$ cat config.mk
export PLATFORM = sky130hd
export DESIGN_NAME = stable_priority_queue
export DESIGN_NICKNAME = d
export VERILOG_FILES = /design/src/hdl/spq_pkg.sv /design/src/hdl/spq_cell.sv /design/src/hdl/stable_priority_queue.sv
export SDC_FILE = /design/constraint.sdc
export NUM_CORES = 2
export LEC_CHECK = 0
export ABC_AREA = 1
export BUFFER_PORTS_ARGS = -buffer_cell sky130_fd_sc_hd__buf_2
export CAP_MARGIN = 10
export CORE_MARGIN = 2
export CORE_UTILIZATION = 45
export CTS_BUF_LIST = sky130_fd_sc_hd__clkbuf_4 sky130_fd_sc_hd__clkbuf_8
export CTS_CLUSTER_DIAMETER = 30
export DETAILED_ROUTE_END_ITERATION = 6
export HOLD_SLACK_MARGIN = 0.12
export SLEW_MARGIN = 20
export SYNTH_ARGS = -nofsm -noshare
export SYNTH_HDL_FRONTEND = slang
export SYNTH_SLANG_ARGS = --single-unit
$ cat constraint.sdc
create_clock -name clk -period 3.9 [get_ports clk]
set_input_delay 0.78 -clock clk [delete_from_list [all_inputs] [get_ports clk]]
set_output_delay 0.78 -clock clk [all_outputs]
set_load 0.005 [all_outputs]
$ cat src/hdl/spq_pkg.sv
package spq_pkg;

	// Defaults for the top level parameters.
	localparam int DEPTH_DEF         = 32;
	localparam int VALUE_BITS_DEF    = 32;
	localparam int PRIORITY_BITS_DEF = 8;

	// Capacity register.
	localparam int               CAP_W     = 6;
	localparam logic [CAP_W-1:0] CAP_RESET = 6'd32;

	// Configuration port geometry.
	localparam int        APB_ADDR_W   = 3;
	localparam int        APB_DATA_W   = 32;
	localparam logic [0:0] REG_CAPACITY = 1'b0;

	// Operation codes carried by func.
	typedef enum logic [1:0] {
		FUNC_ENQ = 2'd0,
		FUNC_DEQ = 2'd1,
		FUNC_CLR = 2'd2,
		FUNC_NOP = 2'd3
	} func_t;

	// Result status codes.
	typedef enum logic [1:0] {
		ST_OK    = 2'd0,
		ST_FULL  = 2'd1,
		ST_EMPTY = 2'd2
	} status_t;

	// Command broadcast from the control logic to every cell.
	typedef struct packed {
		logic enq;
		logic deq;
		logic clr;
	} cell_cmd_t;

endpackage

$ cat src/hdl/spq_cell.sv
module spq_cell #(
	parameter int VALUE_BITS    = 32,
	parameter int PRIORITY_BITS = 8
) (
	input  logic                            clk,
	input  logic                            arst_n,
	input  spq_pkg::cell_cmd_t              cmd,
	input  logic signed [VALUE_BITS-1:0]    new_value,
	input  logic [PRIORITY_BITS-1:0]        new_prio,
	input  logic                            prev_ge,
	input  logic                            prev_vld,
	input  logic signed [VALUE_BITS-1:0]    prev_value,
	input  logic [PRIORITY_BITS-1:0]        prev_prio,
	input  logic                            next_vld,
	input  logic signed [VALUE_BITS-1:0]    next_value,
	input  logic [PRIORITY_BITS-1:0]        next_prio,
	output logic                            ge,
	output logic                            vld,
	output logic signed [VALUE_BITS-1:0]    value,
	output logic [PRIORITY_BITS-1:0]        prio
);
	import spq_pkg::*;

	logic                         vld_q;
	logic signed [VALUE_BITS-1:0] value_q;
	logic [PRIORITY_BITS-1:0]     prio_q;
	logic                         move;

	// The entry stays in place on an insert when it ranks equal or higher.
	assign ge   = vld_q && (prio_q >= new_prio);
	assign move = cmd.enq && !ge;

	// Occupancy of this cell.
	always_ff @(posedge clk or negedge arst_n) begin
		if (!arst_n) begin
			vld_q <= 1'b0;
		end else if (cmd.clr) begin
			vld_q <= 1'b0;
		end else if (move) begin
			vld_q <= prev_ge ? 1'b1 : prev_vld;
		end else if (cmd.deq) begin
			vld_q <= next_vld;
		end
	end

	// Stored entry: take the new item, shift back on insert, shift forward on removal.
	always_ff @(posedge clk) begin
		if (move) begin
			if (prev_ge) begin
				value_q <= new_value;
				prio_q  <= new_prio;
			end else begin
				value_q <= prev_value;
				prio_q  <= prev_prio;
			end
		end else if (cmd.deq) begin
			value_q <= next_value;
			prio_q  <= next_prio;
		end
	end

	assign vld   = vld_q;
	assign value = value_q;
	assign prio  = prio_q;

endmodule

$ cat src/hdl/stable_priority_queue.sv
// Channel  Handshake              Payload
// input    in_valid / in_ready    func, value, priority_req
// output   out_valid / out_ready  out_value, out_priority, status, fill_count,
//                                 is_empty, is_full
// config   APB (psel, penable)    paddr, pwdata, prdata; pready tied high
//
// All cells of the chain compare against the incoming priority and shift on the
// same clock edge, so one transfer is taken per cycle while the result register
// is empty or being drained.
// The result is registered and appears in the cycle after the input transfer.
// Reset empties the queue and sets capacity to 32; no clearing pass is needed.
// A stalled result holds the output register and stops input transfers.
module stable_priority_queue #(
	parameter int DEPTH         = spq_pkg::DEPTH_DEF,
	parameter int VALUE_BITS    = spq_pkg::VALUE_BITS_DEF,
	parameter int PRIORITY_BITS = spq_pkg::PRIORITY_BITS_DEF,
	localparam int CNT_W        = $clog2(DEPTH + 1)
) (
	input  logic                                 clk,
	input  logic                                 arst_n,
	input  logic                                 in_valid,
	output logic                                 in_ready,
	input  logic [1:0]                           func,
	input  logic signed [VALUE_BITS-1:0]         value,
	input  logic [PRIORITY_BITS-1:0]             priority_req,
	output logic                                 out_valid,
	input  logic                                 out_ready,
	output logic signed [VALUE_BITS-1:0]         out_value,
	output logic [PRIORITY_BITS-1:0]             out_priority,
	output logic [1:0]                           status,
	output logic [CNT_W-1:0]                     fill_count,
	output logic                                 is_empty,
	output logic                                 is_full,
	input  logic                                 psel,
	input  logic                                 penable,
	input  logic                                 pwrite,
	input  logic [spq_pkg::APB_ADDR_W-1:0]       paddr,
	input  logic [spq_pkg::APB_DATA_W-1:0]       pwdata,
	output logic [spq_pkg::APB_DATA_W-1:0]       prdata,
	output logic                                 pready
);
	import spq_pkg::*;

	localparam int CMP_W = (CNT_W > CAP_W) ? CNT_W : CAP_W;

	logic [CAP_W-1:0]               cap_q;
	logic [CNT_W-1:0]               count_q;
	logic [CNT_W-1:0]               count_nxt;
	logic [CMP_W-1:0]               cap_ext;
	logic [CMP_W-1:0]               eff_cap;
	logic                           full_now;
	logic                           full_nxt;
	logic                           accept;
	logic                           reg_sel;
	cell_cmd_t                      cmd;
	status_t                        status_nxt;

	logic                           out_valid_q;
	logic signed [VALUE_BITS-1:0]   out_value_q;
	logic [PRIORITY_BITS-1:0]       out_priority_q;
	status_t                        status_q;
	logic [CNT_W-1:0]               fill_count_q;
	logic                           is_empty_q;
	logic                           is_full_q;

	logic [DEPTH-1:0]                     cell_ge;
	logic [DEPTH-1:0]                     cell_vld;
	logic signed [VALUE_BITS-1:0]         cell_value [DEPTH];
	logic [PRIORITY_BITS-1:0]             cell_prio  [DEPTH];

	// Configuration port.
	assign pready  = 1'b1;
	assign reg_sel = (paddr[APB_ADDR_W-1:2] == REG_CAPACITY);
	assign prdata  = reg_sel ? APB_DATA_W'(cap_q) : '0;

	always_ff @(posedge clk or negedge arst_n) begin
		if (!arst_n) begin
			cap_q <= CAP_RESET;
		end else if (psel && penable && pwrite && pready && reg_sel) begin
			cap_q <= pwdata[CAP_W-1:0];
		end
	end

	// Effective capacity: zero acts as one, values above the depth act as the depth.
	always_comb begin
		cap_ext = CMP_W'(cap_q);
		if (cap_ext == '0) begin
			eff_cap = CMP_W'(1);
		end else if (cap_ext > CMP_W'(DEPTH)) begin
			eff_cap = CMP_W'(DEPTH);
		end else begin
			eff_cap = cap_ext;
		end
	end

	assign full_now = (CMP_W'(count_q) >= eff_cap);
	assign in_ready = !out_valid_q || out_ready;
	assign accept   = in_valid && in_ready;

	// Decode the operation into a cell command, the next count and the status.
	always_comb begin
		cmd        = '0;
		count_nxt  = count_q;
		status_nxt = ST_OK;
		case (func)
			FUNC_ENQ: begin
				if (full_now) begin
					status_nxt = ST_FULL;
				end else begin
					cmd.enq   = accept;
					count_nxt = count_q + CNT_W'(1);
				end
			end
			FUNC_DEQ: begin
				if (count_q == '0) begin
					status_nxt = ST_EMPTY;
				end else begin
					cmd.deq   = accept;
					count_nxt = count_q - CNT_W'(1);
				end
			end
			FUNC_CLR: begin
				cmd.clr   = accept;
				count_nxt = '0;
			end
			default: begin
				count_nxt = count_q;
			end
		endcase
	end

	assign full_nxt = (CMP_W'(count_nxt) >= eff_cap);

	always_ff @(posedge clk or negedge arst_n) begin
		if (!arst_n) begin
			count_q <= '0;
		end else if (accept) begin
			count_q <= count_nxt;
		end
	end

	// Chain of cells, head at index zero.
	for (genvar i = 0; i < DEPTH; i++) begin : g_cell
		logic                         p_ge;
		logic                         p_vld;
		logic signed [VALUE_BITS-1:0] p_value;
		logic [PRIORITY_BITS-1:0]     p_prio;
		logic                         n_vld;
		logic signed [VALUE_BITS-1:0] n_value;
		logic [PRIORITY_BITS-1:0]     n_prio;

		if (i == 0) begin : g_head
			assign p_ge    = 1'b1;
			assign p_vld   = 1'b0;
			assign p_value = '0;
			assign p_prio  = '0;
		end else begin : g_body
			assign p_ge    = cell_ge[i-1];
			assign p_vld   = cell_vld[i-1];
			assign p_value = cell_value[i-1];
			assign p_prio  = cell_prio[i-1];
		end

		if (i == DEPTH - 1) begin : g_tail
			assign n_vld   = 1'b0;
			assign n_value = '0;
			assign n_prio  = '0;
		end else begin : g_inner
			assign n_vld   = cell_vld[i+1];
			assign n_value = cell_value[i+1];
			assign n_prio  = cell_prio[i+1];
		end

		spq_cell #(
			.VALUE_BITS    (VALUE_BITS),
			.PRIORITY_BITS (PRIORITY_BITS)
		) u_cell (
			.clk        (clk),
			.arst_n     (arst_n),
			.cmd        (cmd),
			.new_value  (value),
			.new_prio   (priority_req),
			.prev_ge    (p_ge),
			.prev_vld   (p_vld),
			.prev_value (p_value),
			.prev_prio  (p_prio),
			.next_vld   (n_vld),
			.next_value (n_value),
			.next_prio  (n_prio),
			.ge         (cell_ge[i]),
			.vld        (cell_vld[i]),
			.value      (cell_value[i]),
			.prio       (cell_prio[i])
		);
	end

	// Result register control.
	always_ff @(posedge clk or negedge arst_n) begin
		if (!arst_n) begin
			out_valid_q <= 1'b0;
		end else if (accept) begin
			out_valid_q <= 1'b1;
		end else if (out_ready) begin
			out_valid_q <= 1'b0;
		end
	end

	// Result payload; the head entry is captured before the chain shifts.
	always_ff @(posedge clk) begin
		if (accept) begin
			if (cmd.deq) begin
				out_value_q    <= cell_value[0];
				out_priority_q <= cell_prio[0];
			end else begin
				out_value_q    <= '0;
				out_priority_q <= '0;
			end
			status_q     <= status_nxt;
			fill_count_q <= count_nxt;
			is_empty_q   <= (count_nxt == '0);
			is_full_q    <= full_nxt;
		end
	end

	assign out_valid    = out_valid_q;
	assign out_value    = out_value_q;
	assign out_priority = out_priority_q;
	assign status       = status_q;
	assign fill_count   = fill_count_q;
	assign is_empty     = is_empty_q;
	assign is_full      = is_full_q;

	// The occupied cells always match the count.
	a_vld_count: assert property (@(posedge clk) disable iff (!arst_n)
		$countones(cell_vld) == 32'(count_q))
		else $error("occupied cells differ from count");

	// The count never passes the depth.
	a_count_bound: assert property (@(posedge clk) disable iff (!arst_n)
		32'(count_q) <= DEPTH)
		else $error("count above depth");

	// A clear transfer empties the chain.
	a_clear: assert property (@(posedge clk) disable iff (!arst_n)
		(accept && func == FUNC_CLR) |=> (count_q == '0 && cell_vld == '0))
		else $error("clear did not empty the queue");

	// A removal on an empty queue reports an empty queue.
	a_empty_err: assert property (@(posedge clk) disable iff (!arst_n)
		(out_valid_q && status_q == ST_EMPTY) |-> (fill_count_q == '0 && is_empty_q))
		else $error("empty error with entries held");

endmodule

==> summary.txt <==
STA
  – Clock Skew: 0.0766 ns
  – Fin Hold WS: 0.206 ns
  – Period Utilization, post-route: 89.5%
  – Max-slew violation count: 0
  – Setup total negative slack: 0 ns
  – Period minus WS final: 3.49 ns
  – RSZ-0062 raised after global routing: no
  – Fin. Hold Viols: 0
  – # setup viols final: 0
  – Max_slew headroom: 39.5%
  – Worst Max-Slew Pin Slew: 0.908 ns
  – Fmax: 0.287 GHz
  – Setup slack after layout: 0.411 ns

Critical path
  – Reg2Reg Setup Slack: 0.41 ns
  – R2r endpoint: g_cell[27].u_cell.value[0]$_DFFE_PP_
  – Worst-case reg-to-reg path depth: 16
  – Worst setup SP type: flip-flop
  – R2R Path Start: cap_ext[4]$_DFFE_PN0P_
  – CP required: 4.76 ns
  – Critical Path Sink Type: flip-flop
  – Crit path DAT: 4.35 ns
  – Setup CP Type: reg -> reg
  – Crit Path Max Fanout: 40

Routing
  – First drt pass iteration count: 7
  – DRT iter0 DRCs: 6,152
  – DR WL/cell: 19.1 microns
  – DR DRC count: 3
  – Post-DR vias/cell: 5.44
  – Vias: 68,400
  – Final wirelength: 240,000 microns
  – Antenna-violating nets left: 0

Global routing
  – Total congestion overflow: 0
  – Global Route Usage Sum: 26.9%
  – Met2 GRT Util: 44.4%
  – Largest net degree at the start of global routing: 82
  – GRT Max-Usage Layer: met2
  – Met1 usage: 35.1%
  – Global-route wire length before repair: 378,000 microns
  – Met3 Usage GRT: 3.93%
  – Initial antenna violation count: 4
  – Number of global-route vias before repair: 67,000

Floorplanning
  – Initial Util: 45.4%
  – Die Y: 420 microns
  – Die ar.: 0.177 sq mm
  – # IOs: 169
  – Core area: 0.172 sq mm
  – Std-Cell Rows: 152
  – Die X: 420 microns

Cells and area
  – Layout area overhead: 15.5%
  – Post-route cell area: 0.0901 sq mm
  – Layout cell share with drive strength beyond 1: 10.4%
  – Final nets: 10,300

Yosys
  – Synth Area per Inst: 7.89 sq um
  – Top cells by area, synth: edfxtp_1, nand2_1, o21ai_0
  – Syn. warnings: 0
  – Post-synth top area cell: edfxtp_1
  – Count of cell types in the netlist: 37
  – Synth top area share: 51.2%
  – Seq/Total Area, Yosys: 52.7%
  – Cell Area, Synth: 0.0780 sq mm
  – #FFs+latches synth: 1,375
  – Mapped Cells: 9,889

Flow run
  – Max-cap violations: 0

Clocking
  – H-Tree Depth: 5
  – Cts bufs inserted: 380
  – Worst-Skew Late Latency: 1.05 ns
  – Post-CTS Resized: 0
  – CTS Root Cell: clkbuf_8
  – CTS Hold Buffers Added: 11
  – Maximum clock path buffer count: 4
  – CTS tree: done
  – Clock-pin slew of the registers on the worst-case setup and hold paths: 0.06 ns
  – Postcts setup bufs: 0
  – Clock sink count: 1,375

Outcome
  – Outcome: finished with violations
  – Failing checks: design-rule violations

Worst hold path
  – Worst hold start: value[3]
  – WHS Path Cells: 3
  – Hold EP: g_cell[31].u_cell.value[3]$_SDFFCE_PN0P_
  – Hold WC Path Type: in -> reg

Place
  – Area after DPL: 0.0817 sq mm
  – Detailed Place HPWL: 167,000 microns
  – Placer's final routability congestion estimate: 0.874
  – Port-buffer cells: 113
  – Post-Place Worst Slack: 0.227 ns

Power
  – Worst IR Drop VDD: 0.455 mV
  – Pwr Density: 587 mW/mm^2
  – Leak pwr: 41.7 nW
[cell families (layout without fill, tap and decap cells)]
family / after synthesis / after routing / share of synthesized area (%)
adders and majority gates: 271 / 271 / 4.35
AOI/OAI and AO/OA: 1340 / 1340 / 8.77
DFF: 1375 / 1375 / 52.7
other: 2 / 31 / 0.00963
buffers and inverters: 1043 / 1391 / 5.40
xor gates and xnor gates: 4 / 4 / 0.0449
and+or+nand+nor: 5854 / 5854 / 28.8
[placed cells by master (no fill, tap or decap), types with 7 or more instances in the layout]
master            n
o21bai_1          7
bufinv_16        52
nand3_1         252
o21a_1           19
clkbuf_4         57
buf_2           113
clkinv_1         70
clkbuf_8        391
clkinvlp_4       21
a21oi_1         149
dfrtp_1          44
inv_1           317
nand2_2          65
o211ai_1         18
o21ai_0        1116
clkinv_2         83
ha_1            271
buf_4           141
nand4_1          14
nor2_1          234
conb_1           27
o21ai_1          26
nand2_1        5263
dlygate4sd3_1    11
buf_12           95
edfxtp_1       1330
nor3_1           12
inv_2            37
[report_power, final]
group / internal [mW] / switching, mW
sequential: 18.7 / 1.15
combinational: 3.71 / 8.35
clock: 13.3 / 7.72
total: 35.7 / 17.2
[per-layer routing]
metal,routed length (microns),vias to the layer above
met5,0,-
met3,15600,637
met2,113000,2465
li1,-,32400
met4,10400,0
met1,102000,32800
[layout make-up]
class | count | area, sq um
clock buffer | 448 | 5810
sequential | 1375 | 41100
fill | 16700 | 81800
multi-input combinational | 7496 | 32900
timing repair buffer | 360 | 3640
tap | 2310 | 2890
inverter | 356 | 1340
clock inverter | 227 | 2410
antenna | 4 | 10.0
[synthesized netlist by cell type]
cell type	number
nand3_2	1
xor2_1	3
o21a_1	19
nor3b_1	6
nand3b_1	1
xnor2_1	1
buf_6	2
buf_4	28
o21ai_1	26
nor3_1	12
a21boi_1	1
o22ai_1	1
nand3_1	252
clkinv_1	1
nor2_1	235
buf_2	143
nand2_2	21
a21oi_1	149
buf_1	7
nor2_2	2
ha_1	271
inv_1	324
edfxtp_1	1330
or2_0	1
dfstp_2	1
clkbuf_1	507
o21ai_0	1116
a21oi_4	1
o211ai_1	18
dfrtp_1	44
nand2_1	5308
nand4_1	14
o21bai_1	7
or2_2	1
inv_2	31
conb_1	2
a21oi_2	2
[metrics by stage]
step	utilization [%]	total power, mW	instances
2_1_floorplan	-	28.0	9914
3_3_place_gp	47.5	31.8	11900
6_report	52.4	52.9	12600
4_1_cts	52.4	53.1	12600
5_1_grt	52.4	55.6	12600
3_5_place_dp	47.5	32.0	11900
[worst max path at each step]
stage                                       from                                   end  depth (start not counted)
after CTS                 cap_ext[4]$_DFFE_PN0P_  g_cell[27].u_cell.value[0]$_DFFE_PP_                         16
after detailed placement         priority_req[0]   g_cell[14].u_cell.prio[0]$_DFFE_PP_                         13
after global routing      cap_ext[4]$_DFFE_PN0P_   g_cell[27].u_cell.prio[3]$_DFFE_PP_                         16
final                     cap_ext[4]$_DFFE_PN0P_  g_cell[27].u_cell.value[0]$_DFFE_PP_                         16
after global placement           priority_req[0]   g_cell[14].u_cell.prio[0]$_DFFE_PP_                         13
after floorplan                        out_ready   g_cell[26].u_cell.prio[0]$_DFFE_PP_                          8
[worst max-delay path, stage by stage (launching register included)]
cell	delay [ns]
dfrtp_1	0.39
nor3_1	0.18
nand3_1	0.08
a21oi_1	0.24
ha_1	0.28
inv_1	0.05
nand2_1	0.04
nand2_1	0.05
nand2_1	0.07
a21oi_2	0.22
nand3_2	0.17
clkinv_2	0.23
buf_12	0.25
nand2_2	0.22
inv_2	0.62
nand2_1	0.13
nand2_1	0.09
[sequential cells by signal (all words and copies together), names as in the netlist]
signal	flops
g_cell.u_cell.value	1024
g_cell.u_cell.prio	256
g_cell.u_cell.vld	32
out_value	32
out_priority	8
cap_ext	6
count_q	6
fill_count	6
status	2
is_empty	1
is_full	1
out_valid	1
(Power assumes the default switching activity.)
